$ cat src/rtl/sfcs_pkg.sv
// Shared types and constants of the SPI NOR flash command sequencer.
// Used by every module of the block; depends on nothing.
`default_nettype none

package sfcs_pkg;

   localparam int unsigned SECTOR_BYTES = 4096;
   localparam int unsigned PAGE_BYTES   = 256;
   localparam int unsigned SECTOR_SHIFT = $clog2(SECTOR_BYTES);

   localparam int unsigned QUEUE_DEPTH = 4;
   localparam int unsigned QPTR_W      = $clog2(QUEUE_DEPTH);

   localparam logic [2:0] MODE_ID     = 3'd0;
   localparam logic [2:0] MODE_STATUS = 3'd1;
   localparam logic [2:0] MODE_WREN   = 3'd2;
   localparam logic [2:0] MODE_ERASE  = 3'd3;
   localparam logic [2:0] MODE_PBEGIN = 3'd4;
   localparam logic [2:0] MODE_PDATA  = 3'd5;
   localparam logic [2:0] MODE_RBEGIN = 3'd6;
   localparam logic [2:0] MODE_RDATA  = 3'd7;

   localparam logic [7:0] CMD_READ_ID     = 8'h90;
   localparam logic [7:0] CMD_READ_STATUS = 8'h05;
   localparam logic [7:0] CMD_WRITE_EN    = 8'h06;
   localparam logic [7:0] CMD_ERASE       = 8'h20;
   localparam logic [7:0] CMD_PROGRAM     = 8'h02;
   localparam logic [7:0] CMD_READ        = 8'h03;
   localparam logic [7:0] BYTE_DUMMY      = 8'h00;

   typedef enum logic [3:0] {
      JOB_ERROR,
      JOB_PDATA,
      JOB_RDATA,
      JOB_ID,
      JOB_STATUS,
      JOB_WREN,
      JOB_ERASE,
      JOB_PROG,
      JOB_READ
   } job_op_type;

   typedef struct packed {
      job_op_type  op;
      logic [23:0] addr;
      logic [7:0]  data;
      logic        close;
   } job_type;

endpackage

`default_nettype wire

$ cat src/rtl/spi_nor_flash_command_sequencer.sv
// Top level of the SPI NOR flash command sequencer: front end, job queue and
// byte sequencer. Depends on sfcs_pkg, sfcs_front, sfcs_queue and sfcs_back.
//
//   Channel  Direction  Handshake               Payload
//   req      in         req_valid / req_ready   mode, address, length, data_byte
//   rsp      out        rsp_valid / rsp_ready   mosi_byte, frame_end, capture,
//                                               run_last, error
//
// The front end takes one item per cycle while the four-entry job queue has room.
// The back end sends one result byte per cycle while results are taken: data
// and error items give one byte, commands one to six bytes, set by its byte counter.
// A synchronous reset empties the queue and closes any open transfer.
// A stalled result holds its register; the queue absorbs items meanwhile.
`default_nettype none

module spi_nor_flash_command_sequencer (
   input  wire logic        clock,
   input  wire logic        reset,
   input  wire logic        req_valid,
   output logic             req_ready,
   input  wire logic [2:0]  req_mode,
   input  wire logic [23:0] req_address,
   input  wire logic [15:0] req_length,
   input  wire logic [7:0]  req_data_byte,
   output logic             rsp_valid,
   input  wire logic        rsp_ready,
   output logic [7:0]       rsp_mosi_byte,
   output logic             rsp_frame_end,
   output logic             rsp_capture,
   output logic             rsp_run_last,
   output logic             rsp_error
);
   import sfcs_pkg::*;

   job_type push_job, head_job;
   logic    push_valid, queue_full, queue_empty, pop;

   sfcs_front u_front (
      .clock         (clock),
      .reset         (reset),
      .req_valid     (req_valid),
      .req_ready     (req_ready),
      .req_mode      (req_mode),
      .req_address   (req_address),
      .req_length    (req_length),
      .req_data_byte (req_data_byte),
      .queue_full    (queue_full),
      .push_valid    (push_valid),
      .push_job      (push_job)
   );

   sfcs_queue u_queue (
      .clock      (clock),
      .reset      (reset),
      .push_valid (push_valid),
      .push_job   (push_job),
      .full       (queue_full),
      .pop        (pop),
      .empty      (queue_empty),
      .head_job   (head_job)
   );

   sfcs_back u_back (
      .clock         (clock),
      .reset         (reset),
      .empty         (queue_empty),
      .head_job      (head_job),
      .pop           (pop),
      .rsp_valid     (rsp_valid),
      .rsp_ready     (rsp_ready),
      .rsp_mosi_byte (rsp_mosi_byte),
      .rsp_frame_end (rsp_frame_end),
      .rsp_capture   (rsp_capture),
      .rsp_run_last  (rsp_run_last),
      .rsp_error     (rsp_error)
   );

endmodule

`default_nettype wire

$ cat src/rtl/sfcs_front.sv
// Front end: accepts request items, tracks the open transfer and turns each
// item into one job for the queue. Depends on sfcs_pkg.
`default_nettype none

module sfcs_front (
   input  wire logic             clock,
   input  wire logic             reset,
   input  wire logic             req_valid,
   output logic                  req_ready,
   input  wire logic [2:0]       req_mode,
   input  wire logic [23:0]      req_address,
   input  wire logic [15:0]      req_length,
   input  wire logic [7:0]       req_data_byte,
   input  wire logic             queue_full,
   output logic                  push_valid,
   output sfcs_pkg::job_type     push_job
);
   import sfcs_pkg::*;

   typedef enum logic [1:0] {
      PH_IDLE,
      PH_PROG,
      PH_READ
   } phase_type;

   phase_type   phase_ff, phase_in, want_phase;
   logic [15:0] left_ff, left_in, left_dec, prog_len;
   logic        accept;

   assign req_ready  = !queue_full;
   assign accept     = req_valid && !queue_full;
   assign push_valid = accept;

   always_comb begin
      phase_in       = phase_ff;
      left_in        = left_ff;
      left_dec       = left_ff - 16'd1;
      prog_len       = (req_length > 16'(PAGE_BYTES)) ? 16'(PAGE_BYTES) : req_length;
      want_phase     = (req_mode == MODE_PDATA) ? PH_PROG : PH_READ;
      push_job.op    = JOB_ERROR;
      push_job.addr  = req_address;
      push_job.data  = req_data_byte;
      push_job.close = 1'b0;
      if (req_mode inside {MODE_PDATA, MODE_RDATA}) begin
         if (phase_ff == want_phase && left_ff != 16'd0) begin
            push_job.op    = (req_mode == MODE_PDATA) ? JOB_PDATA : JOB_RDATA;
            push_job.close = (left_dec == 16'd0);
            left_in        = left_dec;
            if (left_dec == 16'd0) begin
               phase_in = PH_IDLE;
            end
         end
      end else if (phase_ff == PH_IDLE) begin
         case (req_mode)
            MODE_ID: begin
               push_job.op = JOB_ID;
            end
            MODE_STATUS: begin
               push_job.op = JOB_STATUS;
            end
            MODE_WREN: begin
               push_job.op = JOB_WREN;
            end
            MODE_ERASE: begin
               push_job.op   = JOB_ERASE;
               push_job.addr = req_address << SECTOR_SHIFT;
            end
            MODE_PBEGIN: begin
               push_job.op    = JOB_PROG;
               push_job.close = (prog_len == 16'd0);
               if (prog_len != 16'd0) begin
                  phase_in = PH_PROG;
                  left_in  = prog_len;
               end
            end
            MODE_RBEGIN: begin
               push_job.op    = JOB_READ;
               push_job.close = (req_length == 16'd0);
               if (req_length != 16'd0) begin
                  phase_in = PH_READ;
                  left_in  = req_length;
               end
            end
            default: begin
               push_job.op = JOB_ERROR;
            end
         endcase
      end
   end

   always_ff @(posedge clock) begin
      if (reset) begin
         phase_ff <= PH_IDLE;
         left_ff  <= 16'd0;
      end else if (accept) begin
         phase_ff <= phase_in;
         left_ff  <= left_in;
      end
   end

endmodule

`default_nettype wire

$ cat src/rtl/sfcs_queue.sv
// Short job queue between the front end and the byte sequencer.
// Depends on sfcs_pkg for the job type and the queue depth.
`default_nettype none

module sfcs_queue (
   input  wire logic              clock,
   input  wire logic              reset,
   input  wire logic              push_valid,
   input  wire sfcs_pkg::job_type push_job,
   output logic                   full,
   input  wire logic              pop,
   output logic                   empty,
   output sfcs_pkg::job_type      head_job
);
   import sfcs_pkg::*;

   job_type           mem_ff [QUEUE_DEPTH];
   logic [QPTR_W-1:0] wr_ptr_ff, rd_ptr_ff;
   logic [QPTR_W:0]   count_ff;
   logic              do_push, do_pop;

   assign full     = (count_ff == (QPTR_W + 1)'(QUEUE_DEPTH));
   assign empty    = (count_ff == '0);
   assign do_push  = push_valid && !full;
   assign do_pop   = pop && !empty;
   assign head_job = mem_ff[rd_ptr_ff];

   always_ff @(posedge clock) begin
      if (do_push) begin
         mem_ff[wr_ptr_ff] <= push_job;
      end
   end

   always_ff @(posedge clock) begin
      if (reset) begin
         wr_ptr_ff <= '0;
         rd_ptr_ff <= '0;
         count_ff  <= '0;
      end else begin
         if (do_push) begin
            wr_ptr_ff <= (wr_ptr_ff == QPTR_W'(QUEUE_DEPTH - 1)) ? '0 : wr_ptr_ff + 1'b1;
         end
         if (do_pop) begin
            rd_ptr_ff <= (rd_ptr_ff == QPTR_W'(QUEUE_DEPTH - 1)) ? '0 : rd_ptr_ff + 1'b1;
         end
         if (do_push && !do_pop) begin
            count_ff <= count_ff + 1'b1;
         end else if (do_pop && !do_push) begin
            count_ff <= count_ff - 1'b1;
         end
      end
   end

endmodule

`default_nettype wire

$ cat src/rtl/sfcs_back.sv
// Back end: walks the head job byte by byte into the result register.
// Depends on sfcs_pkg for the job type and the flash command bytes.
`default_nettype none

module sfcs_back (
   input  wire logic              clock,
   input  wire logic              reset,
   input  wire logic              empty,
   input  wire sfcs_pkg::job_type head_job,
   output logic                   pop,
   output logic                   rsp_valid,
   input  wire logic              rsp_ready,
   output logic [7:0]             rsp_mosi_byte,
   output logic                   rsp_frame_end,
   output logic                   rsp_capture,
   output logic                   rsp_run_last,
   output logic                   rsp_error
);
   import sfcs_pkg::*;

   logic [2:0] idx_ff, idx_in;
   logic       valid_ff, valid_in;
   logic [7:0] byte_ff, byte_in;
   logic       fe_ff, fe_in, cap_ff, cap_in, last_ff, last_in, err_ff, err_in;
   logic       load, fire;

   assign load = !valid_ff || rsp_ready;
   assign fire = load && !empty;
   assign pop  = fire && last_in;

   always_comb begin
      byte_in = BYTE_DUMMY;
      fe_in   = 1'b0;
      cap_in  = 1'b0;
      last_in = 1'b0;
      err_in  = 1'b0;
      case (head_job.op)
         JOB_PDATA: begin
            byte_in = head_job.data;
            fe_in   = head_job.close;
            last_in = 1'b1;
         end
         JOB_RDATA: begin
            fe_in   = head_job.close;
            cap_in  = 1'b1;
            last_in = 1'b1;
         end
         JOB_ID: begin
            if (idx_ff == 3'd0) begin
               byte_in = CMD_READ_ID;
            end
            cap_in  = (idx_ff >= 3'd4);
            fe_in   = (idx_ff == 3'd5);
            last_in = (idx_ff == 3'd5);
         end
         JOB_STATUS: begin
            if (idx_ff == 3'd0) begin
               byte_in = CMD_READ_STATUS;
            end else begin
               fe_in   = 1'b1;
               cap_in  = 1'b1;
               last_in = 1'b1;
            end
         end
         JOB_WREN: begin
            byte_in = CMD_WRITE_EN;
            fe_in   = 1'b1;
            last_in = 1'b1;
         end
         JOB_ERASE, JOB_PROG: begin
            case (idx_ff)
               3'd0: begin
                  byte_in = CMD_WRITE_EN;
                  fe_in   = 1'b1;
               end
               3'd1: byte_in = (head_job.op == JOB_ERASE) ? CMD_ERASE : CMD_PROGRAM;
               3'd2: byte_in = head_job.addr[23:16];
               3'd3: byte_in = head_job.addr[15:8];
               default: begin
                  byte_in = head_job.addr[7:0];
                  fe_in   = (head_job.op == JOB_ERASE) || head_job.close;
                  last_in = 1'b1;
               end
            endcase
         end
         JOB_READ: begin
            case (idx_ff)
               3'd0: byte_in = CMD_READ;
               3'd1: byte_in = head_job.addr[23:16];
               3'd2: byte_in = head_job.addr[15:8];
               default: begin
                  byte_in = head_job.addr[7:0];
                  fe_in   = head_job.close;
                  last_in = 1'b1;
               end
            endcase
         end
         default: begin
            err_in  = 1'b1;
            last_in = 1'b1;
         end
      endcase
   end

   always_comb begin
      valid_in = load ? !empty : valid_ff;
      idx_in   = idx_ff;
      if (fire) begin
         idx_in = last_in ? 3'd0 : idx_ff + 3'd1;
      end
   end

   always_ff @(posedge clock) begin
      if (reset) begin
         valid_ff <= 1'b0;
         idx_ff   <= 3'd0;
      end else begin
         valid_ff <= valid_in;
         idx_ff   <= idx_in;
      end
   end

   always_ff @(posedge clock) begin
      if (fire) begin
         byte_ff <= byte_in;
         fe_ff   <= fe_in;
         cap_ff  <= cap_in;
         last_ff <= last_in;
         err_ff  <= err_in;
      end
   end

   assign rsp_valid     = valid_ff;
   assign rsp_mosi_byte = byte_ff;
   assign rsp_frame_end = fe_ff;
   assign rsp_capture   = cap_ff;
   assign rsp_run_last  = last_ff;
   assign rsp_error     = err_ff;

endmodule

`default_nettype wire

$ cat config.mk
export PLATFORM = sky130hd
export DESIGN_NAME = spi_nor_flash_command_sequencer
export DESIGN_NICKNAME = d
export VERILOG_FILES = /design/src/rtl/sfcs_pkg.sv /design/src/rtl/spi_nor_flash_command_sequencer.sv /design/src/rtl/sfcs_front.sv /design/src/rtl/sfcs_queue.sv /design/src/rtl/sfcs_back.sv
export SDC_FILE = /design/constraint.sdc
export NUM_CORES = 1
export LEC_CHECK = 0
export BUFFER_PORTS_ARGS = -buffer_cell sky130_fd_sc_hd__buf_2
export CAP_MARGIN = 20
export CORE_MARGIN = 3
export CORE_UTILIZATION = 33
export CTS_BUF_LIST = sky130_fd_sc_hd__clkbuf_8
export CTS_CLUSTER_SIZE = 14
export DETAILED_ROUTE_END_ITERATION = 12
export PLACE_DENSITY = 0.46
export SLEW_MARGIN = 10
export SYNTH_ARGS = -nofsm -noshare
export SYNTH_HDL_FRONTEND = slang
export SYNTH_SLANG_ARGS = --single-unit
export TNS_END_PERCENT = 5
$ cat constraint.sdc
create_clock -name clock -period 4.6 [get_ports clock]
set_input_delay 0.92 -clock clock [delete_from_list [all_inputs] [get_ports clock]]
set_output_delay 0.92 -clock clock [all_outputs]
set_load 0.005 [all_outputs]
Yosys cells after proc, flatten, opt, wreduce, memory -nomap -nowiden

Memory sizes are Yosys's and may differ from the RTL's. A register that Yosys moved wholly into a read port is not among the register bits.
Cells that the tools add are included.

Memory bits (writable): 148
Bits of input ports: 55
Bits in latches: 0
Memory bits (read-only): 0
Word-level logic and storage cells: 135
Bits in registers: 41
Output and inout port bits: 14
Memories kept: 1

Multipliers: 0
Multiplexer cells: 50
Shift-type cells: 0
Add/sub/neg operators: 6
Order comparisons: 2
Bitwise logic cells: 0
Equal/unequal tests: 27
Divide/modulo/power cells: 0
Reduce and logical (&&, ||, !) cells: 37

Memory list:

| memory         | depth | width | rd ports | clocked after Yosys merged registers in | wr ports | line             | source |
|---|---|---|---|---|---|---|---|
| u_queue.mem_ff | 4     | 37    | 1        | 1                                       | 1        | sfcs_queue.sv:17 | `job_type mem_ff [QUEUE_DEPTH];` |

Operators with widths:

| kind                                                | count |
|---|---|
| 2-to-1 mux 16 bit                                   | 6 |
| logical NOT 16 bit                                  | 3 |
| 2-to-1 mux 24 bit                                   | 2 |
| one-hot mux 8 bit (6 select lines)                  | 1 |
| nonzero test 16 bit                                 | 3 |
| one-hot mux 16 bit (2 select lines)                 | 1 |
| one-hot mux 8 bit (4 select lines)                  | 1 |
| 2-to-1 mux 28 bit                                   | 1 |
| 2-to-1 mux 2 bit                                    | 12 |
| one-hot mux 4 bit (6 select lines)                  | 1 |
| one-hot mux 8 bit (3 select lines)                  | 1 |
| equality test 3 bit, second input constant          | 6 |
| equality test 4 x 3 -> 1 bit, second input constant | 4 |
| > comparator 16 x 9 -> 1 bit, second input constant | 1 |
| subtractor 16 x 1 -> 16 bit, second input constant  | 1 |
| equality test 3 x 2 -> 1 bit, second input constant | 4 |
| 2-to-1 mux 3 bit                                    | 4 |
| 2-to-1 mux 1 bit                                    | 10 |
| logical NOT 3 bit                                   | 3 |
| equality test 4 x 2 -> 1 bit, second input constant | 2 |
| logical AND 1 bit                                   | 8 |
| 2-to-1 mux 4 bit                                    | 2 |
| 2-to-1 mux 8 bit                                    | 1 |
| OR reduction 8 bit                                  | 1 |
| other kinds (27)                                    | 43 |

Longest topological paths before layout

Gate-level depths: netlist of the first run.

Depth in word-level cells: 9
Mapped depth: 17
Depth with buffers taken out: 14

Hierarchy

From an unflattened synthesis of the first run, not the netlist that was laid out.

Cells, all modules: 627
Area total of the unflattened synthesis: 9165.0 um^2

Modules (own cells, without submodules):

| module     | sequential area each (um^2) | times used | area each (um^2) | cells an instance |
|---|---|---|---|---|
| sfcs_queue | 4624.4                      | 1          | 5841.9           | 243 |
| sfcs_front | 360.3                       | 1          | 1886.8           | 233 |
| sfcs_back  | 440.4                       | 1          | 1436.4           | 151 |

Least setup slack after synthesis of the first run

No wires, ideal clock.

Kind: reg2reg
Start: reg with a tool-made name
End: reg u_queue.count_ff[2]
Clock period less this slack: 3.229 ns
Slack: 1.371 ns
Stages on the path, launching flop included: 14
Buffers on the path: 1
Setup time: 0.071 ns
Data required time: 4.529 ns
Data arrival time: 3.159 ns
Path through: dfxtp_1 > buf_6 > mux4_2 > and4b_1 > o211a_1 > a211o_1 > and2_1 > inv_1 > ha_1 > inv_1 > fa_1 > xor2_1 > or3_1 > a21oi_1

RTL lines:

| item                   | line             | source |
|---|---|---|
| end signal: assignment | sfcs_queue.sv:47 | `count_ff <= count_ff + 1'b1;` |
| end signal: assignment | sfcs_queue.sv:49 | `count_ff <= count_ff - 1'b1;` |
| end: declaration       | sfcs_queue.sv:19 | `logic [QPTR_W:0] count_ff;` |

==> summary.md, run 1 <==
| Metric | Value |
|---|---|
| RSZ-0062 raised after global routing | `false` |
| Flip-flop and latch area | `roughly 5400 um^2` |
| Final setup fails | `0` |
| Crit. End Element | `register` |
| Sequential fraction of the synthesis area | `approximately 60%` |
| Area of the multi-input gates | `a little over 3000 um^2` |
| Cell mode on critical path | `inv_1` |
| Nets@finish | `756` |
| Crit-path max FO | `19` |
| Synth warn | `0` |
| Max-Slew Margin vs Limit | `42.1%` |
| VDD IR-drop max | `195 uV` |
| Max clock buf depth | `2` |
| First-pass GRT wire length | `approximately 31000 um` |
| CP Launch Type | `register` |
| # rows | `59` |
| Ys async rst share | `0%` |
| Tightest Hold Check Type | `reg2reg` |
| TritonCTS clock tree | `done` |
| Fin crit share | `between 70% and 80%` |
| Min Tclk post-route | `3660 ps` |
| Total number of vias | `5389` |
| Largest net degree at the start of global routing | `36` |
| Top-Level Pins | `69` |
| Most common cell after layout, fill and taps aside | `edfxtp_1` |
| Share of cells above drive strength 1 | `24.0%` |
| Final Max Tran Viols | `0` |
| DRC | `0` |
| # hold bufs at CTS | `0` |
| Worst slew pin tran | `868 ps` |
| EDFF count, synth | `160` |
| Vias per cell | `approximately 5.2` |
| Final GP Congestion | `0.824` |
| Chip height | `169 um` |
| Avg WL per Cell | `19.3 um` |
| Crit path largest cell delay | `510 ps` |
| Vias in the first global route | `5587` |
| Iter 0 DRT Violations | `387` |
| Fmax achieved | `273 MHz` |
| Sum Neg Setup Slack | `0 ps` |
| Post-route cell area | `9930 um^2` |
| Grt total ovfl | `0` |
| Power Dens Cells | `487 nW/um^2` |
| Setup Buffers After CTS | `0` |
| Final hold vios | `0` |
| Ys flop type | `edfxtp_1` |
| Hold slack | `478 ps` |
| Clock Latency Late Sink | `460 ps` |
| First-pass iteration count of the detailed router | `6` |
| Arr. time, crit path | `4050 ps` |
| Aggregate global-route resource usage | `approximately 14%` |
| Setup Skew | `19.9 ps` |
| Clock sinks | `191` |
| Initial antenna violation count | `0` |
| Area of placed instances | `9480 um^2` |
| Die area | `between 20000 and 30000 um^2` |
| Worst setup path class | `reg2reg` |
| Drt total wl | `19900 um` |
| Status | `finished, final reports clean` |
| Post-synthesis register bit count | `191` |
| Buf+Inv Stages, Crit Path | `3` |
| Mapped Cells | `630` |
| Post-route ant nets | `0` |
| Synth Area per Inst | `13.9 um^2` |
| Synthesis-to-layout area growth | `13.1%` |
| CP top delay family | `simple AND/OR/NAND/NOR gates` |
| Distinct cells, synth | `63` |
| Clock slew at reported path FFs | `roughly 100 ps` |
| # fillers | `2510` |
| Crit-path slowest cell | `mux4_2` |
| Commonest cells after routing, fill and taps aside | `160 x edfxtp_1, 68 x buf_2, 44 x nor2_1, 37 x mux4_2, 30 x dfxtp_1` |
| CTS root buf | `clkbuf_8` |
| Core box area | `26100 um^2` |
| Post-DP HPWL | `13800 um` |
| CP Cell Sequence | `buf_4, mux4_2, nor3b_1, o211a_1, a211o_1, and2_1, inv_1, ha_1, inv_1, fa_1, xor2_1, or3_1, a21oi_1` |
| Die W | `169 um` |
| Post-CTS sizing | `0` |
| Input/output buffers | `between 60 and 70` |
| Leak | `3.33 nW` |
| CTS buffer count | `17` |
| Net Count, Synth | `699` |
| Diodes inserted | `0` |
| Worst path required time | `between 4000 and 5000 ps` |
| Area of the mapped netlist | `8770 um^2` |
| H-tree depth | `4` |
| Max cap viols | `0` |
| Initial Util | `33.6%` |
==> sequential cells by signal, indices dropped and copies added, names as in the netlist, named ones only <==
name	count
u_back.idx_ff	3
u_back.rsp_mosi_byte	8
u_queue.wr_ptr_ff	2
u_queue.count_ff	3
u_queue.mem_ff	148
u_front.left_ff	16
u_back.rsp_run_last	1
u_back.rsp_capture	1
u_back.rsp_valid	1
u_back.rsp_frame_end	1
u_front.phase_ff	2
u_back.rsp_error	1
u_queue.rd_ptr_ff	2
==> cell usage after synthesis, types with 7 or more instances <==
cell	n	area share [%]
a21oi_1	24	1.4
xnor2_1	7	0.70
dfxtp_1	31	7.1
o31ai_1	8	0.68
inv_1	19	0.81
xor2_1	8	0.80
ha_1	13	1.9
nand3_1	12	0.68
and2_1	17	1.2
a211oi_1	11	0.94
edfxtp_1	160	55
mux4_2	37	9.5
nor3_1	15	0.86
nand2_1	29	1.2
o21ai_0	12	0.68
a22oi_1	16	1.4
nor2_1	44	1.9
clkbuf_1	35	1.5
mux2_2	12	1.5
==> through the flow <==
step	setup WS [ps]	cells	util (%)	power, W
2_1_floorplan	1370	630	-	0.00326
3_3_place_gp	1040	999	36.1	0.00369
3_5_place_dp	949	1002	36.3	0.00372
4_1_cts	915	1034	37.9	0.00491
5_1_grt	738	1035	38.0	0.00512
6_report	941	1035	38.0	0.00483
==> power breakdown <==
group	switching [W]	leakage [nW]	total (W)	internal, W
clock network	0.000625	0.218	0.00118	0.000558
logic	0.000838	1.38	0.00142	0.000582
registers	0.0000960	1.73	0.00223	0.00214
==> kinds of logic (layout without fill, tap and decap cells) <==
logic type | after synthesis | after routing | synth area share (%)
simple gates | 176 | 176 | 10.5
buf+inv | 60 | 130 | 2.79
flops | 191 | 191 | 61.8
compound gates | 119 | 119 | 9.54
mux | 55 | 55 | 11.7
xor+xnor | 15 | 15 | 1.50
fa+ha+maj | 14 | 14 | 2.08
==> worst min-delay path: stages (launching register included) <==
cell     delay, ps
dfxtp_1        330
nand2_1         60
a21oi_1         50
==> path summary, 6_finish.rpt <==
path | cells after the start | slack [ps] | from | end
max | 13 | 940 | register | u_queue.count_ff[2]
min | 2 | 480 | u_back.rsp_valid | u_back.rsp_valid
max reg2reg | 13 | 940 | register | u_queue.count_ff[2]
min reg2reg | 2 | 480 | u_back.rsp_valid | u_back.rsp_valid
==> per-layer routing <==
metal	global-route usage, %	part of all wire, %	vias to the layer above
met5	0	0	-
li1	-	-	2573
met4	3.52	0.99	0
met3	2.57	3.6	14
met1	18.2	45	2696
met2	25.1	51	106
==> layout make-up <==
cell class                      count  area share [%]
Clock buffer                       17            2.36
Tap cell                          335            4.22
Sequential cell                   191            54.7
Clock inverter                     15            1.97
Multi-Input combinational cell    379            31.4
Timing Repair Buffer               79            4.71
Inverter                           19           0.718
(Power assumes the default switching activity.)
==> run 2, diff against run 1 <==
--- a/config.mk
+++ b/config.mk
@@ -5,6 +5,7 @@
 export SDC_FILE = /design/constraint.sdc
 export NUM_CORES = 1
 export LEC_CHECK = 0
+export ABC_AREA = 1
 export BUFFER_PORTS_ARGS = -buffer_cell sky130_fd_sc_hd__buf_2
 export CAP_MARGIN = 20
 export CORE_MARGIN = 3
@@ -12,7 +13,7 @@
 export CTS_BUF_LIST = sky130_fd_sc_hd__clkbuf_8
 export CTS_CLUSTER_SIZE = 14
 export DETAILED_ROUTE_END_ITERATION = 12
-export PLACE_DENSITY = 0.46
+export PLACE_DENSITY = 0.48
 export SLEW_MARGIN = 10
 export SYNTH_ARGS = -nofsm -noshare
 export SYNTH_HDL_FRONTEND = slang
==> constraint.sdc (replaced) <==
create_clock -name clock -period 3.1 [get_ports clock]
set_input_delay 0.62 -clock clock [delete_from_list [all_inputs] [get_ports clock]]
set_output_delay 0.62 -clock clock [all_outputs]
set_load 0.005 [all_outputs]
==> summary.md, run 2 <==
| Metric | Value |
|---|---|
| Status | `finished, final reports clean` |
| First-pass GRT wire length | `35200 um (+12%)` |
| Chip height | `171 um (+1.2%)` |
| Total number of vias | `6561 (+22%)` |
| Crit-path max FO | `11 (-8)` |
| M1 wire length | `10800 um (+21%)` |
| Post-DP HPWL | `15100 um (+9.1%)` |
| Max reg flops | `148 (unchanged)` |
| Sequential fraction of the synthesis area | `60.3% (-1.6 points)` |
| Ys async rst share | `0% (unchanged)` |
| Die W | `171 um (+1.2%)` |
| Synthesis-to-layout area growth | `13.4%` |
| Worst slew pin tran | `897 ps (+29.0 ps)` |
| Iter 0 DRT Violations | `444 (+15%)` |
| Mapped Cells | `917 (+46%)` |
| Post-route ant nets | `0 (unchanged)` |
| First-pass iteration count of the detailed router | `5 (-1)` |
| H-tree depth | `4 (unchanged)` |
| Initial antenna violation count | `0 (unchanged)` |
| Post-synth top area cell | `edfxtp_1` |
| Final GP Congestion | `0.888 (+7.7%)` |
| Clock Latency Late Sink | `460 ps (about the same)` |
| Commonest cells after routing, fill and taps aside | `186 x nand2_1, 160 x edfxtp_1, 105 x nor2_1, 84 x o21ai_0, 69 x inv_1` |
| Sum Neg Setup Slack | `0 ps (unchanged)` |
| CP Launch Type | `register` |
| Leak | `3.96 nW (+19%)` |
| Tightest Hold Check Type | `in2reg` |
| Final Max Tran Viols | `0 (unchanged)` |
| Clock sinks | `191 (unchanged)` |
| Fin crit share | `90.9% (+11 points)` |
| Post-synthesis register bit count | `191 (unchanged)` |
| Worst path required time | `3450 ps (-1540 ps)` |
| Nets@finish | `1055 (+40%)` |
| # hold bufs at CTS | `0 (unchanged)` |
| CTS root buf | `clkbuf_8` |
| Metal3 WL | `684 um (-5.4%)` |
| # rows | `59 (unchanged)` |
| Synth Area per Inst | `9.82 um^2 (-30%)` |
| WHS Path Cells | `1 (-1)` |
| WL met2 | `10500 um (+3.5%)` |
| Arr. time, crit path | `3170 ps (-880 ps)` |
| Crit. End Element | `register` |
| RSZ-0062 raised after global routing | `false` |
| Worst setup path class | `reg2reg` |
| Avg WL per Cell | `16.6 um (-14%)` |
| R2R cell count | `19 (+6)` |
| Vias per cell | `4.92 (-5.5%)` |
| Top-count cell post-synth | `nand2_1` |
| Area of the mapped netlist | `9000 um^2 (+2.6%)` |
| Final core utilization | `38.6% (+0.64 points)` |
| Leading cell types by count after synthesis | `186 x nand2_1, 160 x edfxtp_1, 110 x nor2_1, 84 x o21ai_0, 69 x inv_1` |
| Synth warn | `0 (unchanged)` |
| Distinct cells, synth | `50 (-21%)` |
| Final hold vios | `0 (unchanged)` |
| Vias in the first global route | `6465 (+16%)` |
| Grt total ovfl | `0 (unchanged)` |
| Fmax achieved | `355 MHz (+30%)` |
| Aggregate global-route resource usage | `15.7% (+1.4 points)` |
| Initial Util | `34.1% (+0.48 points)` |
| Die area | `29300 um^2 (+2.5%)` |
| Power Dens Cells | `776 nW/um^2 (+59%)` |
| Max-Slew Margin vs Limit | `38.6% (-3.4 points)` |
| Core box area | `26400 um^2 (+1.1%)` |
| Ys flop type | `edfxtp_1` |
| Min Tclk post-route | `2820 ps (-842 ps)` |
| Diodes inserted | `0 (unchanged)` |
| Net Count, Synth | `986 (+41%)` |
| Final setup fails | `0 (unchanged)` |
| TritonCTS clock tree | `done` |
| VDD IR-drop max | `271 uV (+39%)` |
| Drt total wl | `22100 um (+11%)` |
| Input/output buffers | `68 (unchanged)` |
| Top layer in use | `met4` |
| Total power draw | `0.00792 W (+64%)` |
| Share of cells above drive strength 1 | `17.0% (-7.0 points)` |
| Post-synth top area share | `53.4% (-1.4 points)` |
| Most common cell after layout, fill and taps aside | `nand2_1` |
| Max cap viols | `0 (unchanged)` |
| Setup Skew | `21.3 ps (+1.39 ps)` |
| Top-Level Pins | `69 (unchanged)` |
| EDFF count, synth | `160 (unchanged)` |
| R2r setup slk | `280 ps (-660 ps)` |
| Largest net degree at the start of global routing | `43 (+19%)` |
| Largest Register | `u_queue.mem_ff` |
| Clock slew at reported path FFs | `100 ps (about the same)` |
| DRC | `0 (unchanged)` |
| Ranking of synthesized cells by area | `edfxtp_1 53%, nand2_1 7.8%, dfxtp_1 6.9%` |
| CTS buffer count | `17 (unchanged)` |
| Max clock buf depth | `2 (unchanged)` |
run 2: cell types whose count changed after synthesis, sizes merged, moves of 12 or more:
cell / change
a21oi: +20
a22oi: -13
inv: +65
mux2: -12
clkbuf: -14
o22ai: +19
and2: -18
nand2: +168
o21ai: +70
mux4: -37
nor2: +71
nand3: +56
run 2: worst paths after layout:
kind	from	endpoint
hold reg to reg	u_front.phase_ff[1]	u_front.phase_ff[1]
hold / removal	req_data_byte[6]	u_queue.mem_ff[3][7]
setup reg to reg	register	u_queue.count_ff[2]
setup / recovery	register	u_queue.count_ff[2]
run 2: final cells by class:
| type | instances | area, um^2 |
|---|---|---|
| Inverter | 84 | 320 |
| Timing Repair Buffer | 87 | 495 |
| Clock inverter | 15 | 185 |
| Fill cell | 2620 | 16200 |
| Multi-Input combinational cell | 605 | 3130 |
| Sequential cell | 191 | 5430 |
| Clock buffer | 17 | 234 |
| Tap cell | 335 | 419 |
run 2: power breakdown:
part | internal (W) | total, W | switching (W) | leakage [nW]
registers | 0.00322 | 0.00335 | 0.000131 | 1.74
logic | 0.000887 | 0.00284 | 0.00195 | 2.02
clock network | 0.000810 | 0.00174 | 0.000925 | 0.203
total | 0.00492 | 0.00792 | 0.00300 | 3.96
run 2: routing by layer:
metal  vias up  global-route usage, %
met5         -                      0
met4         0                   3.64
met1      3113                   21.7
met2       119                   25.8
li1       3316                      -
met3        13                   2.80
run 2: through the flow:
stage / std cells / setup slack (ps) / area [um^2] / hold WS, ps
2_1_floorplan: 917 / 74.5 / 9000 / 447
3_3_place_gp: 1302 / 278 / 9780 / 464
3_5_place_dp: 1302 / 207 / 9780 / 464
4_1_cts: 1334 / 182 / 10200 / 344
5_1_grt: 1334 / 9.25 / 10200 / 340
6_report: 1334 / 283 / 10200 / 387
run 2: worst max-delay path, stage by stage (launching register included):
cell and delay [ps]:
dfxtp_2 450, inv_2 130, nand2_1 90, nand3_2 80, nand2_4 150, nand4_4 140, o21ai_1 130, inv_2 60
nor2_4 120, nand2_4 70, inv_4 80, nor2_4 40, inv_1 60, ha_1 130, inv_1 70, fa_1 430
a21oi_1 150, o21ai_0 110, o21ai_0 170, a21oi_1 50
run 2: cell families (layout without fill, tap and decap cells):
family / after synthesis / in the layout / synth area share (%)
AND/OR/NAND/NOR: 397 / 397 / 19.5
flip-flops: 191 / 191 / 60.3
XOR/XNOR: 4 / 4 / 0.389
buffers and inverters: 121 / 203 / 5.45
adder cells (fa/ha/maj): 14 / 14 / 2.03
AO/OA/AOI/OAI: 190 / 190 / 12.4
run 2: what timing repair did:
item / CTS / global route
gates resized for setup: 0 / 3
setup buffers: 0 / 0
endpoints found under the setup margin: 0 / 2
==> run 3, diff against run 2 <==
--- a/config.mk
+++ b/config.mk
@@ -9,11 +9,11 @@
 export BUFFER_PORTS_ARGS = -buffer_cell sky130_fd_sc_hd__buf_2
 export CAP_MARGIN = 20
 export CORE_MARGIN = 3
-export CORE_UTILIZATION = 33
+export CORE_UTILIZATION = 49
 export CTS_BUF_LIST = sky130_fd_sc_hd__clkbuf_8
 export CTS_CLUSTER_SIZE = 14
 export DETAILED_ROUTE_END_ITERATION = 12
-export PLACE_DENSITY = 0.48
+export PLACE_DENSITY = 0.67
 export SLEW_MARGIN = 10
 export SYNTH_ARGS = -nofsm -noshare
 export SYNTH_HDL_FRONTEND = slang
==> summary.md, run 3 (synthesis gave the netlist of run 2 again) <==
| Metric | Value |
|---|---|
| Status | `finished, final reports clean` |
| Vias in the first global route | `6336 (-2.0%)` |
| Final GP Congestion | `0.964 (+8.6%)` |
| Post-route ant nets | `0 (unchanged)` |
| Most common cell after layout, fill and taps aside | `nand2_1` |
| Total number of vias | `6666 (+1.6%)` |
| Tightest Hold Check Type | `in2reg` |
| Final core utilization | `56.5% (+18 points)` |
| Core box area | `17700 um^2 (-33%)` |
| Post-DP HPWL | `13700 um (-9.1%)` |
| Vias per cell | `5.44 (+11%)` |
| Final Max Tran Viols | `0 (unchanged)` |
| Input/output buffers | `68 (unchanged)` |
| Max clock buf depth | `2 (unchanged)` |
| First-pass iteration count of the detailed router | `5 (unchanged)` |
| Top layer in use | `met4` |
| Min Tclk post-route | `2820 ps (+6.37 ps)` |
| Grt total ovfl | `0 (unchanged)` |
| M1 wire length | `9550 um (-11%)` |
| CTS buffer count | `17 (unchanged)` |
| Largest Register | `u_queue.mem_ff` |
| Clock sinks | `191 (unchanged)` |
| TritonCTS clock tree | `done` |
| Top-Level Pins | `69 (unchanged)` |
| Fmax achieved | `354 MHz (-0.23%)` |
| RSZ-0062 raised after global routing | `false` |
| Max-Slew Margin vs Limit | `58.0% (+19 points)` |
| Avg WL per Cell | `16.6 um (about the same)` |
| Final setup fails | `0 (unchanged)` |
| Synthesis-to-layout area growth | `10.8%` |
| Setup Skew | `11.4 ps (-9.97 ps)` |
| Iter 0 DRT Violations | `715 (+61%)` |
| Total power draw | `0.00751 W (-5.2%)` |
| Die W | `142 um (-17%)` |
| VDD IR-drop max | `346 uV (+28%)` |
| Nets@finish | `1056 (+0.095%)` |
| CTS root buf | `clkbuf_8` |
| Share of cells above drive strength 1 | `16.6% (-0.42 points)` |
| Diodes inserted | `0 (unchanged)` |
| Sum Neg Setup Slack | `0 ps (unchanged)` |
| Clock slew at reported path FFs | `90 ps (about the same)` |
| Largest net degree at the start of global routing | `51 (+19%)` |
| Leak | `3.94 nW (-0.39%)` |
| Drt total wl | `20300 um (-8.1%)` |
| Crit-path max FO | `11 (unchanged)` |
| # hold bufs at CTS | `0 (unchanged)` |
| Commonest cells after routing, fill and taps aside | `185 x nand2_1, 160 x edfxtp_1, 105 x nor2_1, 84 x o21ai_0, 75 x inv_1` |
| Clock Latency Late Sink | `460 ps (about the same)` |
| Crit path capture | `u_queue.count_ff[2]` |
| # rows | `48 (-19%)` |
| Fin crit share | `91.1% (+0.21 points)` |
| Max reg flops | `148 (unchanged)` |
| R2R cell count | `19 (unchanged)` |
| DRC | `0 (unchanged)` |
| Initial antenna violation count | `0 (unchanged)` |
| H-tree depth | `4 (unchanged)` |
| WL met2 | `9470 um (-9.6%)` |
| Max cap viols | `0 (unchanged)` |
| Final setup margin | `277 ps (-6.37 ps)` |
| Arr. time, crit path | `3170 ps (about the same)` |
| Worst slew pin tran | `628 ps (-269 ps)` |
| Pre-CTS setup slack | `244 ps (+37.2 ps)` |
| Final hold vios | `0 (unchanged)` |
| Power Dens Cells | `753 nW/um^2 (-3.0%)` |
| CP Launch Type | `register` |
| Worst setup path class | `reg2reg` |
| Metal3 WL | `1020 um (+49%)` |
| Worst flop-to-flop path endpoint | `u_queue.count_ff[2]` |
| Initial Util | `51.0% (+17 points)` |
| Crit. End Element | `register` |
| Chip height | `142 um (-17%)` |
| Worst path required time | `3450 ps (about the same)` |
| First-pass GRT wire length | `32900 um (-6.6%)` |
| Aggregate global-route resource usage | `20.9% (+5.3 points)` |
| R2r setup slk | `280 ps (about the same)` |
| Die area | `20000 um^2 (-32%)` |
## run 3: per-stage QoR
stage,instance area (um^2),hold slack [ps],cells
final,9980,387,1225
after global routing,9980,362,1225
after CTS,9960,360,1224
after detailed placement,9630,471,1192
after global placement,9630,463,1192
after floorplan,9000,447,917
## run 3: worst max-delay path, stage by stage, from the launching register on
cell and delay [ps]:
dfxtp_2 440, inv_2 130, nand2_1 100, nand3_2 90
nand2_4 140, nand4_4 140, o21ai_1 150, inv_2 60
nor2_4 120, nand2_4 70, inv_4 80, nor2_4 40
inv_1 60, ha_1 130, inv_1 70, fa_1 430
a21oi_1 140, o21ai_0 110, o21ai_0 150, a21oi_1 50
## run 3: cell type report
cell class	count	area, um^2
fill	1562	7680
sequential	191	5430
multi-input combinational	605	3130
timing repair buffer	88	495
inverter	84	320
tap	225	282
clock buffer	17	234
clock inverter	15	88.8
## run 3: worst min path at each step
stage | from | end | slack [ps] | depth (start not counted)
final | req_data_byte[2] | u_queue.mem_ff[0][3] | 390 | 1
after global routing | req_data_byte[5] | u_queue.mem_ff[3][6] | 360 | 1
after CTS | req_data_byte[2] | u_queue.mem_ff[0][3] | 360 | 1
after detailed placement | u_front.phase_ff[1] | u_front.phase_ff[1] | 470 | 2
after global placement | u_front.phase_ff[1] | u_front.phase_ff[1] | 460 | 2
after floorplan | u_front.phase_ff[0] | u_front.phase_ff[0] | 450 | 2
## run 3: routing by layer
layer / vias to the layer above / GRT usage (%)
li1: 3328 / -
met2: 174 / 33.3
met1: 3137 / 29.4
met5: - / 0
met4: 0 / 6.46
met3: 27 / 3.94
## run 3: power breakdown
group          internal [W]  switching (W)
Clock              0.000535       0.000829
Combinational      0.000885        0.00189
Sequential          0.00322       0.000145
Total               0.00464        0.00287
## run 3: timing repair
item | 4_1_cts | 5_1_grt
endpoints found under the setup margin | 0 | 2
setup buffers | 0 | 0
gates resized for setup | 0 | 4
